`config.mk`:
```
export PLATFORM = sky130hd
export DESIGN_NAME = base64url_to_hex_decoder_top
export DESIGN_NICKNAME = d
export VERILOG_FILES = /design/src/hdl/b64h_pkg.sv /design/src/hdl/b64h_front.sv /design/src/hdl/b64h_queue.sv /design/src/hdl/b64h_back.sv /design/src/hdl/base64url_to_hex_decoder_top.sv
export SDC_FILE = /design/constraint.sdc
export NUM_CORES = 1
export LEC_CHECK = 0
export BUFFER_PORTS_ARGS = -buffer_cell sky130_fd_sc_hd__clkbuf_2
export CORE_MARGIN = 10
export CORE_UTILIZATION = 60
export DETAILED_ROUTE_END_ITERATION = 6
export GPL_TIMING_DRIVEN = 0
export PLACE_DENSITY = 0.92
export REMOVE_ABC_BUFFERS = 1
export SLEW_MARGIN = 20
export SYNTH_ARGS = -nofsm -noshare
export SYNTH_HDL_FRONTEND = slang
export SYNTH_SLANG_ARGS = --single-unit
export TNS_END_PERCENT = 5
```
`constraint.sdc`:
```
create_clock -name aclk -period 3.55 [get_ports aclk]
set_input_delay 0.5325 -clock aclk [delete_from_list [all_inputs] [get_ports aclk]]
set_output_delay 0.5325 -clock aclk [all_outputs]
set_load 0.01 [all_outputs]
```
`src/hdl/b64h_pkg.sv`:
```
// Shared types and constants for the base64url-to-hex decoder.
// No dependencies.
package b64h_pkg;

    localparam int unsigned CHAR_W = 8;
    localparam int unsigned ACC_W  = 12;
    localparam int unsigned PEND_W = 3;
    localparam int unsigned SEXT_W = 6;

    localparam logic [CHAR_W-1:0] CHAR_PAD = 8'h3D;  // '='

    // One queued job for the back end: a decoded byte and/or end of string.
    typedef struct packed {
        logic [CHAR_W-1:0] data_byte;
        logic              has_byte;
        logic              last;
    } b64h_job_t;

    // Lower-case ASCII hex digit for a nibble.
    function automatic logic [CHAR_W-1:0] hex_ascii(input logic [3:0] nib);
        logic [CHAR_W-1:0] res;
        if (nib < 4'd10) begin
            res = 8'h30 + {4'd0, nib};
        end else begin
            res = 8'h61 + {4'd0, nib} - 8'd10;
        end
        return res;
    endfunction

endpackage

```
`src/hdl/b64h_front.sv`:
```
// Front end: accepts characters, decodes sextets, keeps the bit accumulator,
// and pushes byte / end jobs into the queue. Depends on b64h_pkg.
module b64h_front import b64h_pkg::*; (
    input  logic              aclk,
    input  logic              aresetn,
    input  logic              s_valid,
    output logic              s_ready,
    input  logic [CHAR_W-1:0] s_text_char,
    input  logic              s_end_of_text,
    input  logic              q_full,
    output logic              q_push,
    output b64h_job_t         q_job
);

    logic [ACC_W-1:0]  acc_reg,  acc_next;
    logic [PEND_W-1:0] pend_reg, pend_next;
    logic              stopped_reg, stopped_next;

    logic              accept;
    logic              sx_ok;
    logic [SEXT_W-1:0] sx;
    logic [ACC_W-1:0]  acc_new;
    logic [3:0]        bits;
    logic [ACC_W-1:0]  shifted;
    logic              is_pad;
    logic              decoding;
    logic              has_byte;

    always_comb begin
        sx_ok = 1'b1;
        sx    = '0;
        priority if (s_text_char >= 8'h41 && s_text_char <= 8'h5A) begin
            sx = SEXT_W'(s_text_char - 8'h41);
        end else if (s_text_char >= 8'h61 && s_text_char <= 8'h7A) begin
            sx = SEXT_W'(s_text_char - 8'h61 + 8'd26);
        end else if (s_text_char >= 8'h30 && s_text_char <= 8'h39) begin
            sx = SEXT_W'(s_text_char - 8'h30 + 8'd52);
        end else if (s_text_char == 8'h2B || s_text_char == 8'h2D) begin
            sx = 6'd62;
        end else if (s_text_char == 8'h2F || s_text_char == 8'h5F) begin
            sx = 6'd63;
        end else begin
            sx_ok = 1'b0;
        end
    end

    assign acc_new  = {acc_reg[ACC_W-SEXT_W-1:0], sx};
    assign bits     = {1'b0, pend_reg} + 4'd6;
    assign has_byte = bits >= 4'd8;
    assign shifted  = acc_new >> (bits - 4'd8);
    assign is_pad   = s_text_char == CHAR_PAD;
    assign decoding = !stopped_reg && !is_pad && sx_ok;

    assign s_ready = !q_full;
    assign accept  = s_valid && s_ready;

    assign q_push          = accept && (s_end_of_text || (decoding && has_byte));
    assign q_job.data_byte = shifted[CHAR_W-1:0];
    assign q_job.has_byte  = decoding && has_byte;
    assign q_job.last      = s_end_of_text;

    always_comb begin
        acc_next     = acc_reg;
        pend_next    = pend_reg;
        stopped_next = stopped_reg;
        if (accept) begin
            if (s_end_of_text) begin
                acc_next     = '0;
                pend_next    = '0;
                stopped_next = 1'b0;
            end else if (!stopped_reg && is_pad) begin
                stopped_next = 1'b1;
            end else if (decoding) begin
                acc_next  = acc_new;
                pend_next = bits[PEND_W-1:0];
            end
        end
    end

    always_ff @(posedge aclk) begin
        if (!aresetn) begin
            acc_reg     <= '0;
            pend_reg    <= '0;
            stopped_reg <= 1'b0;
        end else begin
            acc_reg     <= acc_next;
            pend_reg    <= pend_next;
            stopped_reg <= stopped_next;
        end
    end

endmodule

```
`src/hdl/b64h_queue.sv`:
```
// Small register FIFO of jobs between front and back end.
// Depends on b64h_pkg.
module b64h_queue import b64h_pkg::*; #(
    parameter int unsigned DEPTH = 2
) (
    input  logic      aclk,
    input  logic      aresetn,
    input  logic      push,
    input  b64h_job_t push_job,
    input  logic      pop,
    output b64h_job_t head_job,
    output logic      full,
    output logic      empty
);

    localparam int unsigned AW = (DEPTH > 1) ? $clog2(DEPTH) : 1;
    localparam int unsigned CW = $clog2(DEPTH + 1);
    localparam logic [AW-1:0] LAST_IDX = AW'(DEPTH - 1);

    b64h_job_t         mem_reg [DEPTH];
    logic [AW-1:0]     wr_reg, wr_next;
    logic [AW-1:0]     rd_reg, rd_next;
    logic [CW-1:0]     cnt_reg, cnt_next;
    logic              do_push, do_pop;

    assign full     = cnt_reg == CW'(DEPTH);
    assign empty    = cnt_reg == '0;
    assign do_push  = push && !full;
    assign do_pop   = pop && !empty;
    assign head_job = mem_reg[rd_reg];

    always_comb begin
        wr_next  = wr_reg;
        rd_next  = rd_reg;
        cnt_next = cnt_reg;
        if (do_push) begin
            wr_next = (wr_reg == LAST_IDX) ? '0 : wr_reg + 1'b1;
        end
        if (do_pop) begin
            rd_next = (rd_reg == LAST_IDX) ? '0 : rd_reg + 1'b1;
        end
        if (do_push && !do_pop) begin
            cnt_next = cnt_reg + 1'b1;
        end else if (do_pop && !do_push) begin
            cnt_next = cnt_reg - 1'b1;
        end
    end

    always_ff @(posedge aclk) begin
        if (!aresetn) begin
            wr_reg  <= '0;
            rd_reg  <= '0;
            cnt_reg <= '0;
        end else begin
            wr_reg  <= wr_next;
            rd_reg  <= rd_next;
            cnt_reg <= cnt_next;
        end
    end

    always_ff @(posedge aclk) begin
        if (do_push) begin
            mem_reg[wr_reg] <= push_job;
        end
    end

endmodule

```
`src/hdl/b64h_back.sv`:
```
// Back end: turns queued jobs into hex characters or bare end markers,
// one per cycle while jobs are queued and m_ready allows, through an output register. Depends on b64h_pkg.
module b64h_back import b64h_pkg::*; (
    input  logic              aclk,
    input  logic              aresetn,
    input  logic              q_empty,
    input  b64h_job_t         q_head,
    output logic              q_pop,
    output logic              m_valid,
    input  logic              m_ready,
    output logic [CHAR_W-1:0] m_hex_char,
    output logic              m_char_valid,
    output logic              m_end_of_output
);

    typedef enum logic [1:0] {
        PH_HIGH = 2'b01,
        PH_LOW  = 2'b10
    } phase_t;

    phase_t            phase_reg, phase_next;
    logic              valid_reg, valid_next;
    logic [CHAR_W-1:0] hex_reg, hex_next;
    logic              cv_reg, cv_next;
    logic              eo_reg, eo_next;
    logic              load;

    assign load = !q_empty && (!valid_reg || m_ready);

    always_comb begin
        phase_next = phase_reg;
        valid_next = valid_reg && !m_ready;
        hex_next   = hex_reg;
        cv_next    = cv_reg;
        eo_next    = eo_reg;
        q_pop      = 1'b0;
        if (load) begin
            valid_next = 1'b1;
            if (!q_head.has_byte) begin
                hex_next = '0;
                cv_next  = 1'b0;
                eo_next  = 1'b1;
                q_pop    = 1'b1;
            end else begin
                unique case (phase_reg)
                    PH_HIGH: begin
                        hex_next   = hex_ascii(q_head.data_byte[7:4]);
                        cv_next    = 1'b1;
                        eo_next    = 1'b0;
                        phase_next = PH_LOW;
                    end
                    PH_LOW: begin
                        hex_next   = hex_ascii(q_head.data_byte[3:0]);
                        cv_next    = 1'b1;
                        eo_next    = q_head.last;
                        phase_next = PH_HIGH;
                        q_pop      = 1'b1;
                    end
                    default: begin
                        phase_next = PH_HIGH;
                    end
                endcase
            end
        end
    end

    always_ff @(posedge aclk) begin
        if (!aresetn) begin
            phase_reg <= PH_HIGH;
            valid_reg <= 1'b0;
        end else begin
            phase_reg <= phase_next;
            valid_reg <= valid_next;
        end
    end

    always_ff @(posedge aclk) begin
        hex_reg <= hex_next;
        cv_reg  <= cv_next;
        eo_reg  <= eo_next;
    end

    assign m_valid         = valid_reg;
    assign m_hex_char      = hex_reg;
    assign m_char_valid    = cv_reg;
    assign m_end_of_output = eo_reg;

endmodule

```
`src/hdl/base64url_to_hex_decoder_top.sv`:
```
// Top level of the base64url-to-hex decoder: front end, job queue, back end.
// Depends on b64h_pkg, b64h_front, b64h_queue, b64h_back.
//
//   channel  direction  handshake          payload
//   s_       in         s_valid/s_ready    s_text_char, s_end_of_text
//   m_       out        m_valid/m_ready    m_hex_char, m_char_valid, m_end_of_output
//
// Front takes one character per cycle while the job queue has room.
// Back gives one result per cycle while m_ready is high and the queue is not
// empty; a character producing a byte yields two results (high, then low digit).
// First result is registered into the queue, then into the output register, before m_valid rises.
// Reset (synchronous, active low) clears accumulator, queue and output valid.
module base64url_to_hex_decoder_top import b64h_pkg::*; #(
    parameter int unsigned QUEUE_DEPTH = 2
) (
    input  logic              aclk,
    input  logic              aresetn,
    input  logic              s_valid,
    output logic              s_ready,
    input  logic [CHAR_W-1:0] s_text_char,
    input  logic              s_end_of_text,
    output logic              m_valid,
    input  logic              m_ready,
    output logic [CHAR_W-1:0] m_hex_char,
    output logic              m_char_valid,
    output logic              m_end_of_output
);

    logic      q_full, q_empty, q_push, q_pop;
    b64h_job_t q_in, q_head;

    b64h_front u_front (
        .aclk         (aclk),
        .aresetn      (aresetn),
        .s_valid      (s_valid),
        .s_ready      (s_ready),
        .s_text_char  (s_text_char),
        .s_end_of_text(s_end_of_text),
        .q_full       (q_full),
        .q_push       (q_push),
        .q_job        (q_in)
    );

    b64h_queue #(
        .DEPTH(QUEUE_DEPTH)
    ) u_queue (
        .aclk    (aclk),
        .aresetn (aresetn),
        .push    (q_push),
        .push_job(q_in),
        .pop     (q_pop),
        .head_job(q_head),
        .full    (q_full),
        .empty   (q_empty)
    );

    b64h_back u_back (
        .aclk           (aclk),
        .aresetn        (aresetn),
        .q_empty        (q_empty),
        .q_head         (q_head),
        .q_pop          (q_pop),
        .m_valid        (m_valid),
        .m_ready        (m_ready),
        .m_hex_char     (m_hex_char),
        .m_char_valid   (m_char_valid),
        .m_end_of_output(m_end_of_output)
    );

endmodule

```
==> results of run 1 <==
==> final cells by class <==
class,count,area (sq um),area share [%]
Clock buffer,6,72.6,2.31
Clock inverter,2,37.5,1.19
Inverter,19,71.3,2.27
Multi-Input combinational cell,219,1570,49.9
Sequential cell,46,1210,38.5
Tap cell,54,67.6,2.15
Timing Repair Buffer,23,115,3.66
==> final timing paths <==
check | endpoint | slack [ns] | cells past startpoint
hold reg to reg | u_queue.wr_reg$_SDFFE_PN0P_ | 0.49 | 2
hold / removal | u_back.phase_reg[0]$_SDFFE_PN1P_ | 0.45 | 2
setup reg to reg | u_queue.mem_reg[1][7]$_DFFE_PP_ | 0.64 | 5
setup / recovery | u_queue.mem_reg[1][7]$_DFFE_PP_ | 0.31 | 9
==> report_power, final <==
part	internal [uW]	switching (uW)
sequential	697	70.3
clock	210	166
combinational	222	328
total	1130	564
==> metal layers <==
layer | global-route usage, % | share of wire (%) | wire (microns) | up-vias
li1 | - | - | - | 1141
met1 | 17.7 | 43 | 2440 | 1039
met2 | 26.9 | 51 | 2910 | 80
met3 | 3.28 | 5.8 | 331 | 9
met4 | 5.20 | 1.1 | 65 | 0
met5 | 0 | 0 | 0 | -
==> metrics by stage <==
step	total power [uW]	std cells	TNS [ns]
after CTS	1710	369	0
after floorplan	1170	284	0
after global placement	1310	361	0
after global routing	1810	369	0
after detailed placement	1330	361	-0.00344
final	1690	369	0
==> cells in the mapped netlist, types with 2 or more instances <==
library cell  number
a21o_1             2
a22o_1             7
nand2b_1           6
dfxtp_1           17
and2_1             4
buf_2              2
xor2_1             4
inv_1             16
nand3b_1           2
a21oi_1           16
nor2b_1            6
o2bb2ai_1          2
clkbuf_1           4
o211ai_1           8
o2111ai_1          2
ha_1              15
a22oi_1            3
edfxtp_1          29
a311oi_1           3
a211oi_1           2
a31oi_1            5
o21ai_0           12
nor2_1            21
clkinv_1           2
a21oi_4            2
nor3_1            12
and2_2             2
xnor2_1            5
mux2_2             6
mux2i_1            9
nand3_1            4
nand2_1           24
o32ai_1            2
nor3b_1            2
or3_1              4
==> critical path, stage by stage <==
cell and delay [ns]:
clkbuf_2 0.18, inv_1 0.11, ha_1 0.25, nor2b_1 0.15, o211a_4 0.25, or3_1 0.53
a211oi_2 0.34, o21ai_0 0.15, nor2_1 0.65
==> logic make-up after synthesis <==
family / Yosys count / synth area share [%]
and+or+nand+nor: 97 / 17.8
other: 1 / 0.129
muxes: 15 / 5.44
buffers and inverters: 28 / 4.10
adders and majority gates: 15 / 6.47
AOI/OAI and AO/OA: 82 / 21.6
xor gates and xnor gates: 9 / 2.72
DFF: 46 / 41.8
==> impl_metrics.env, run 1 <==
export IMPL_outcome="finished, final reports clean"
export IMPL_cts_reportedPaths_clkPinSlew_ns=0.08
export IMPL_final_period_minus_worst_setup_slack_ns=3.24
export IMPL_clock_tree_from_tritoncts="done"
export IMPL_worstPathRequired_ns=3.47
export IMPL_hold_class="in2reg"
export IMPL_slew_headroom_pct=44.5
export IMPL_design_final_nets=342
export IMPL_num_fill_cells=363
export IMPL_drt_vias_per_instance=6.15
export IMPL_postSynthAreaPerCell_sq_um=9.90
export IMPL_proportion_of_netlist_area_held_by_the_largest_area_contributor_pct=30.0
export IMPL_area_delta_synth_final_pct=8.46
export IMPL_synth_async_reset_ratio_pct=0
export IMPL_grt_antenna_before_repair=0
export IMPL_worst_setup_path_startpoint="s_text_char[0]"
export IMPL_commonest_non_fill_non_tap_cell_in_the_layout="edfxtp_1"
export IMPL_critical_path_reg2reg_startpoint="u_front.pend_reg[1]$_SDFFE_PN0P_"
export IMPL_crit_fanout=10
export IMPL_detail_route_iter0_violations=142
export IMPL_layout_drive_gt1_share_pct=16.5
export IMPL_synth_top_cells_by_area="edfxtp_1 (30%), dfxtp_1 (12%), ha_1 (6.5%)"
export IMPL_finClkSkew_ns=0.00375
export IMPL_p_per_area_nw_per_um2=538
export IMPL_finalWeightedCongestion=0.918
export IMPL_maxCapViolations=0
export IMPL_wl_per_cell_microns=15.6
export IMPL_initial_utilization_pct=61.8
export IMPL_maxSlewViolCount=0
export IMPL_placement_io_buffers=23
export IMPL_die_width_microns=89.5
export IMPL_drt_wl_total_microns=5750
export IMPL_grt_pass1_vias=2189
export IMPL_insertion_delay_ns=0.29
export IMPL_place_ws_ns=-0.000729
export IMPL_grt_overflow=0
export IMPL_clockRootBuffer="clkbuf_8"
export IMPL_register_area_share_after_synthesis_pct=41.8
export IMPL_antenna_left=0
export IMPL_final_hold_worst_slack_ns=0.446
export IMPL_count_of_flip_flops_with_a_built_in_enable_after_synthesis=29
export IMPL_mostFrequentLayoutCells="edfxtp_1 (29), nand2_1 (24), clkbuf_2 (23)"
export IMPL_core_area_sq_um=4690
export IMPL_ys_flop_type="edfxtp_1"
export IMPL_die_height_microns=89.5
export IMPL_yosys_register_bits=46
export IMPL_crit_path_start_kind="primary input"
export IMPL_cts_hold_fix_buffers=0
export IMPL_insertedDiodeCount=0
export IMPL_yosysWarnings=0
export IMPL_grt_pass1_wl_microns=9850
export IMPL_worstMarginPinSlew_ns=0.829
export IMPL_grt_start_max_net_pins=16
export IMPL_startpoint_of_the_most_critical_hold_path="aresetn"
export IMPL_unrepaired_setup_endpoints_after_global_routing="false"
export IMPL_synth_largest_area_cell="edfxtp_1"
export IMPL_fmax_mhz=309
export IMPL_hold_viol=0
export IMPL_leakagePower_uw=0.00117
export IMPL_clkSinkCount=46
export IMPL_placement_cell_area_sq_um=3040
export IMPL_timing_final_ws_setup_ns=0.315
export IMPL_cts_inserted_buffers=5
export IMPL_min_period_over_period_pct=91.1
export IMPL_standard_cell_rows=25
export IMPL_io_pins=25
export IMPL_htreeDepth=2
export IMPL_cts_max_path_buffers=2
export IMPL_count_of_tritonroute_iterations_in_the_first_routing_pass=4
export IMPL_die_area_sq_um=8010
export IMPL_drc=0
export IMPL_ir_worst_vdd_mv=0.263
export IMPL_syn_instance_count=293
export IMPL_largest_register_ffs=20
export IMPL_final_cell_area_sq_um=3150
export IMPL_setup_violations_final=0
export IMPL_syn_cell_area_sq_um=2900
export IMPL_cp_end_kind="flip-flop"
export IMPL_cp_data_arrival_time_ns=3.16
export IMPL_synth_distinct_cells=66
export IMPL_utilization_pct=67.0
export IMPL_cts_resized_gates=0
export IMPL_timing_setup_critical_path_class="in2reg"
export IMPL_post_cts_setup_buffers=0
export IMPL_vias=2269
export IMPL_global_routing_usage_summed_across_all_routing_layers_pct=15.2
export IMPL_dp_hpwl_microns=4370
Note: power is estimated with default switching activity, not from simulation.
==> run 2: changes to the inputs <==
--- a/config.mk
+++ b/config.mk
@@ -5,7 +5,9 @@
 export SDC_FILE = /design/constraint.sdc
 export NUM_CORES = 1
 export LEC_CHECK = 0
+export ABC_AREA = 1
 export BUFFER_PORTS_ARGS = -buffer_cell sky130_fd_sc_hd__clkbuf_2
+export CORE_ASPECT_RATIO = 2
 export CORE_MARGIN = 10
 export CORE_UTILIZATION = 60
 export DETAILED_ROUTE_END_ITERATION = 6
==> run 2 against run 1 <==
  * Register-to-register slack worse by 0.15 ns
  * Critical path depth down 2
  * Maximum frequency up 5.6%
  * Die area up 7.0%
  * Final cell count up 30%
  * Sequential share of layout area down 1.9 points
  * Synthesized area up 6.3%
  * Largest power group unchanged
  * Highest routed layer unchanged
==> impl_metrics.env, run 2 <==
export IMPL_finalWeightedCongestion=0.920
export IMPL_largest_register_ffs=20
export IMPL_cts_reportedPaths_clkPinSlew_ns=0.09
export IMPL_placement_io_buffers=23
export IMPL_critical_path_reg2reg_startpoint="u_front.pend_reg[1]$_SDFFE_PN0P_"
export IMPL_synth_largest_area_cell="edfxtp_1"
export IMPL_worstPathRequired_ns=3.47
export IMPL_critPathMaxStageDelay_ns=0.69
export IMPL_most_common_cell_in_the_netlist="nand2_1"
export IMPL_core_area_sq_um=4910
export IMPL_die_height_microns=121
export IMPL_grt_pass1_vias=2819
export IMPL_cp_end_kind="flip-flop"
export IMPL_wl_per_cell_microns=15.0
export IMPL_yosysWarnings=0
export IMPL_cp_depth=7
export IMPL_layout_drive_gt1_share_pct=14.7
export IMPL_synth_top_cells_by_area="edfxtp_1 (28%), nand2_1 (13%), dfxtp_1 (11%)"
export IMPL_detail_route_iter0_violations=234
export IMPL_proportion_of_netlist_area_held_by_the_largest_area_contributor_pct=28.3
export IMPL_critical_path_endpoint="u_queue.mem_reg[1][3]$_DFFE_PP_"
export IMPL_insertion_delay_ns=0.30
export IMPL_drc=0
export IMPL_internal_power_uw=1160
export IMPL_comb_power_share_pct=37.4
export IMPL_synthTopCellsByCount="nand2_1 (108), nand3_1 (45), inv_1 (44)"
export IMPL_count_of_flip_flops_with_a_built_in_enable_after_synthesis=29
export IMPL_grt_pass1_wl_microns=12200
export IMPL_seq_power_share_pct=42.1
export IMPL_cp_data_arrival_time_ns=2.99
export IMPL_hold_class="in2reg"
export IMPL_clockRootBuffer="clkbuf_8"
export IMPL_grt_antenna_before_repair=0
export IMPL_post_place_cells=471
export IMPL_clkSinkCount=46
export IMPL_initial_utilization_pct=62.8
export IMPL_syn_cell_area_sq_um=3080
export IMPL_hold_viol=0
export IMPL_standard_cell_rows=36
export IMPL_design_final_nets=449
export IMPL_leakagePower_uw=0.00153
export IMPL_p_sw_uw=704
export IMPL_register_area_share_after_synthesis_pct=39.3
export IMPL_dp_hpwl_microns=5810
export IMPL_postSynthAreaPerCell_sq_um=7.65
export IMPL_number_of_buffers_and_inverters_on_the_critical_path=3
export IMPL_worst_r2r_endpoint="u_queue.mem_reg[1][3]$_DFFE_PP_"
export IMPL_grt_start_max_net_pins=17
export IMPL_insertedDiodeCount=0
export IMPL_finClkSkew_ns=0.0124
export IMPL_outcome="finished, final reports clean"
export IMPL_drt_vias_per_instance=5.82
export IMPL_timing_setup_critical_path_class="reg2reg"
export IMPL_count_of_tritonroute_iterations_in_the_first_routing_pass=5
export IMPL_die_area_sq_um=8580
export IMPL_cts_resized_gates=0
export IMPL_cts_inserted_buffers=5
export IMPL_path_cells="inv_1, ha_1, inv_1, nand4_1, nand2_1, inv_1, nor2_1"
export IMPL_final_cell_count_no_fill=479
export IMPL_synth_distinct_cells=38
export IMPL_mostFrequentLayoutCells="nand2_1 (108), nand3_1 (45), inv_1 (44)"
export IMPL_critical_path_top_cell_by_count="inv_1"
export IMPL_reg2reg_depth=7
export IMPL_antenna_left=0
export IMPL_clock_tree_from_tritoncts="done"
export IMPL_die_width_microns=70.7
export IMPL_yosys_register_bits=46
export IMPL_maxSlewViolCount=0
export IMPL_p_per_area_nw_per_um2=564
export IMPL_ir_worst_vdd_mv=0.515
export IMPL_synth_async_reset_ratio_pct=0
export IMPL_swShare_pct=37.7
export IMPL_share_clk_of_total_power_pct=20.5
export IMPL_final_period_minus_worst_setup_slack_ns=3.06
export IMPL_fmax_mhz=326
export IMPL_maxCapViolations=0
export IMPL_unrepaired_setup_endpoints_after_global_routing="false"
export IMPL_setup_violations_final=0
export IMPL_grt_overflow=0
export IMPL_worstMarginPinSlew_ns=0.918
export IMPL_reg_to_reg_slack_setup_ns=0.49
export IMPL_min_period_over_period_pct=86.3
export IMPL_crit_path_start_kind="flip-flop"
export IMPL_ys_flop_type="edfxtp_1"
export IMPL_worst_setup_path_startpoint="u_front.pend_reg[1]$_SDFFE_PN0P_"
export IMPL_crit_fanout=16
export IMPL_slew_headroom_pct=38.6
export IMPL_area_delta_synth_final_pct=7.27
export IMPL_drt_wl_total_microns=7200
export IMPL_commonest_non_fill_non_tap_cell_in_the_layout="nand2_1"
export IMPL_cts_hold_fix_buffers=0
export IMPL_sum_neg_setup_slack_ns=0
export IMPL_global_routing_usage_summed_across_all_routing_layers_pct=17.3
export IMPL_post_cts_setup_buffers=0
export IMPL_vias=2787
export IMPL_syn_instance_count=403
export IMPL_worst_path_dominant_cell_family="simple AND/OR/NAND/NOR gates"
export IMPL_htreeDepth=2
export IMPL_io_pins=25
export IMPL_cts_max_path_buffers=2
export IMPL_critPathSlowestCell="dfxtp_1"
[run 2: changes by cell type in the layout (fill, tap and decap cells not counted), sizes merged, moves of 7 or more]
cell   before  now
inv        17   49
o21ai      12   21
nor2       21   36
a22o        7    0
nand3       4   53
nand2      24  113
nor3       12    2
[run 2: kinds of logic (layout without fill, tap and decap cells)]
logic type	Yosys count	after routing	synth area share [%]
other	1	1	0.122
xor gates and xnor gates	8	8	2.27
AOI/OAI and AO/OA	55	55	10.4
adders and majority gates	15	15	6.09
buffers and inverters	62	81	8.53
and+or+nand+nor	213	213	32.3
DFF	46	46	39.3
muxes	3	3	0.974
[run 2: layer usage]
metal | global-route usage (%) | part of all wire (%) | up-vias
met2 | 35.4 | 59 | 120
met5 | 0 | 0 | -
met3 | 3.03 | 3.8 | 43
met1 | 12.6 | 31 | 1261
met4 | 14.8 | 6.2 | 0
li1 | - | - | 1363
[run 2: cell type report]
| type | instances | area, sq um |
|---|---|---|
| Multi-Input combinational cell | 295 | 1610 |
| Fill cell | 410 | 1600 |
| Sequential cell | 46 | 1210 |
| Inverter | 50 | 190 |
| Timing Repair Buffer | 23 | 115 |
| Clock buffer | 6 | 72.6 |
| Tap cell | 57 | 71.3 |
| Clock inverter | 2 | 37.5 |
[run 2: metrics by stage]
stage | instance area [sq um] | hold slack, ns | worst slack [ns] | util [%] | power, uW
floorplan | 3010 | 0.425 | 1.13 | - | 1270
detailed placement | 3200 | 0.457 | 0.427 | 65.1 | 1490
global placement | 3200 | 0.435 | 0.558 | 65.1 | 1450
global route | 3310 | 0.445 | 0.331 | 67.3 | 1990
finish | 3310 | 0.434 | 0.486 | 67.3 | 1860
CTS | 3310 | 0.439 | 0.535 | 67.3 | 1860
[run 2: power by group through the flow]
stage                     sequential [uW]  clock [uW]  combinational (uW)
after floorplan                       816           0                 455
after global placement                791           0                 662
after detailed placement              799           0                 688
after CTS                             787         384                 692
after global routing                  797         413                 780
final                                 786         382                 698
[run 2: worst min path at each step]
stage,start,end,slack (ns),depth (start not counted)
final,aresetn,u_back.phase_reg[0]$_SDFFE_PN1P_,0.43,2
after global routing,aresetn,u_back.phase_reg[0]$_SDFFE_PN1P_,0.45,2
after CTS,aresetn,u_back.phase_reg[0]$_SDFFE_PN1P_,0.44,2
after detailed placement,u_queue.rd_reg$_SDFFE_PN0P_,flip-flop,0.46,1
after global placement,u_queue.rd_reg$_SDFFE_PN0P_,u_queue.rd_reg$_SDFFE_PN0P_,0.43,1
after floorplan,u_queue.rd_reg$_SDFFE_PN0P_,flip-flop,0.43,1
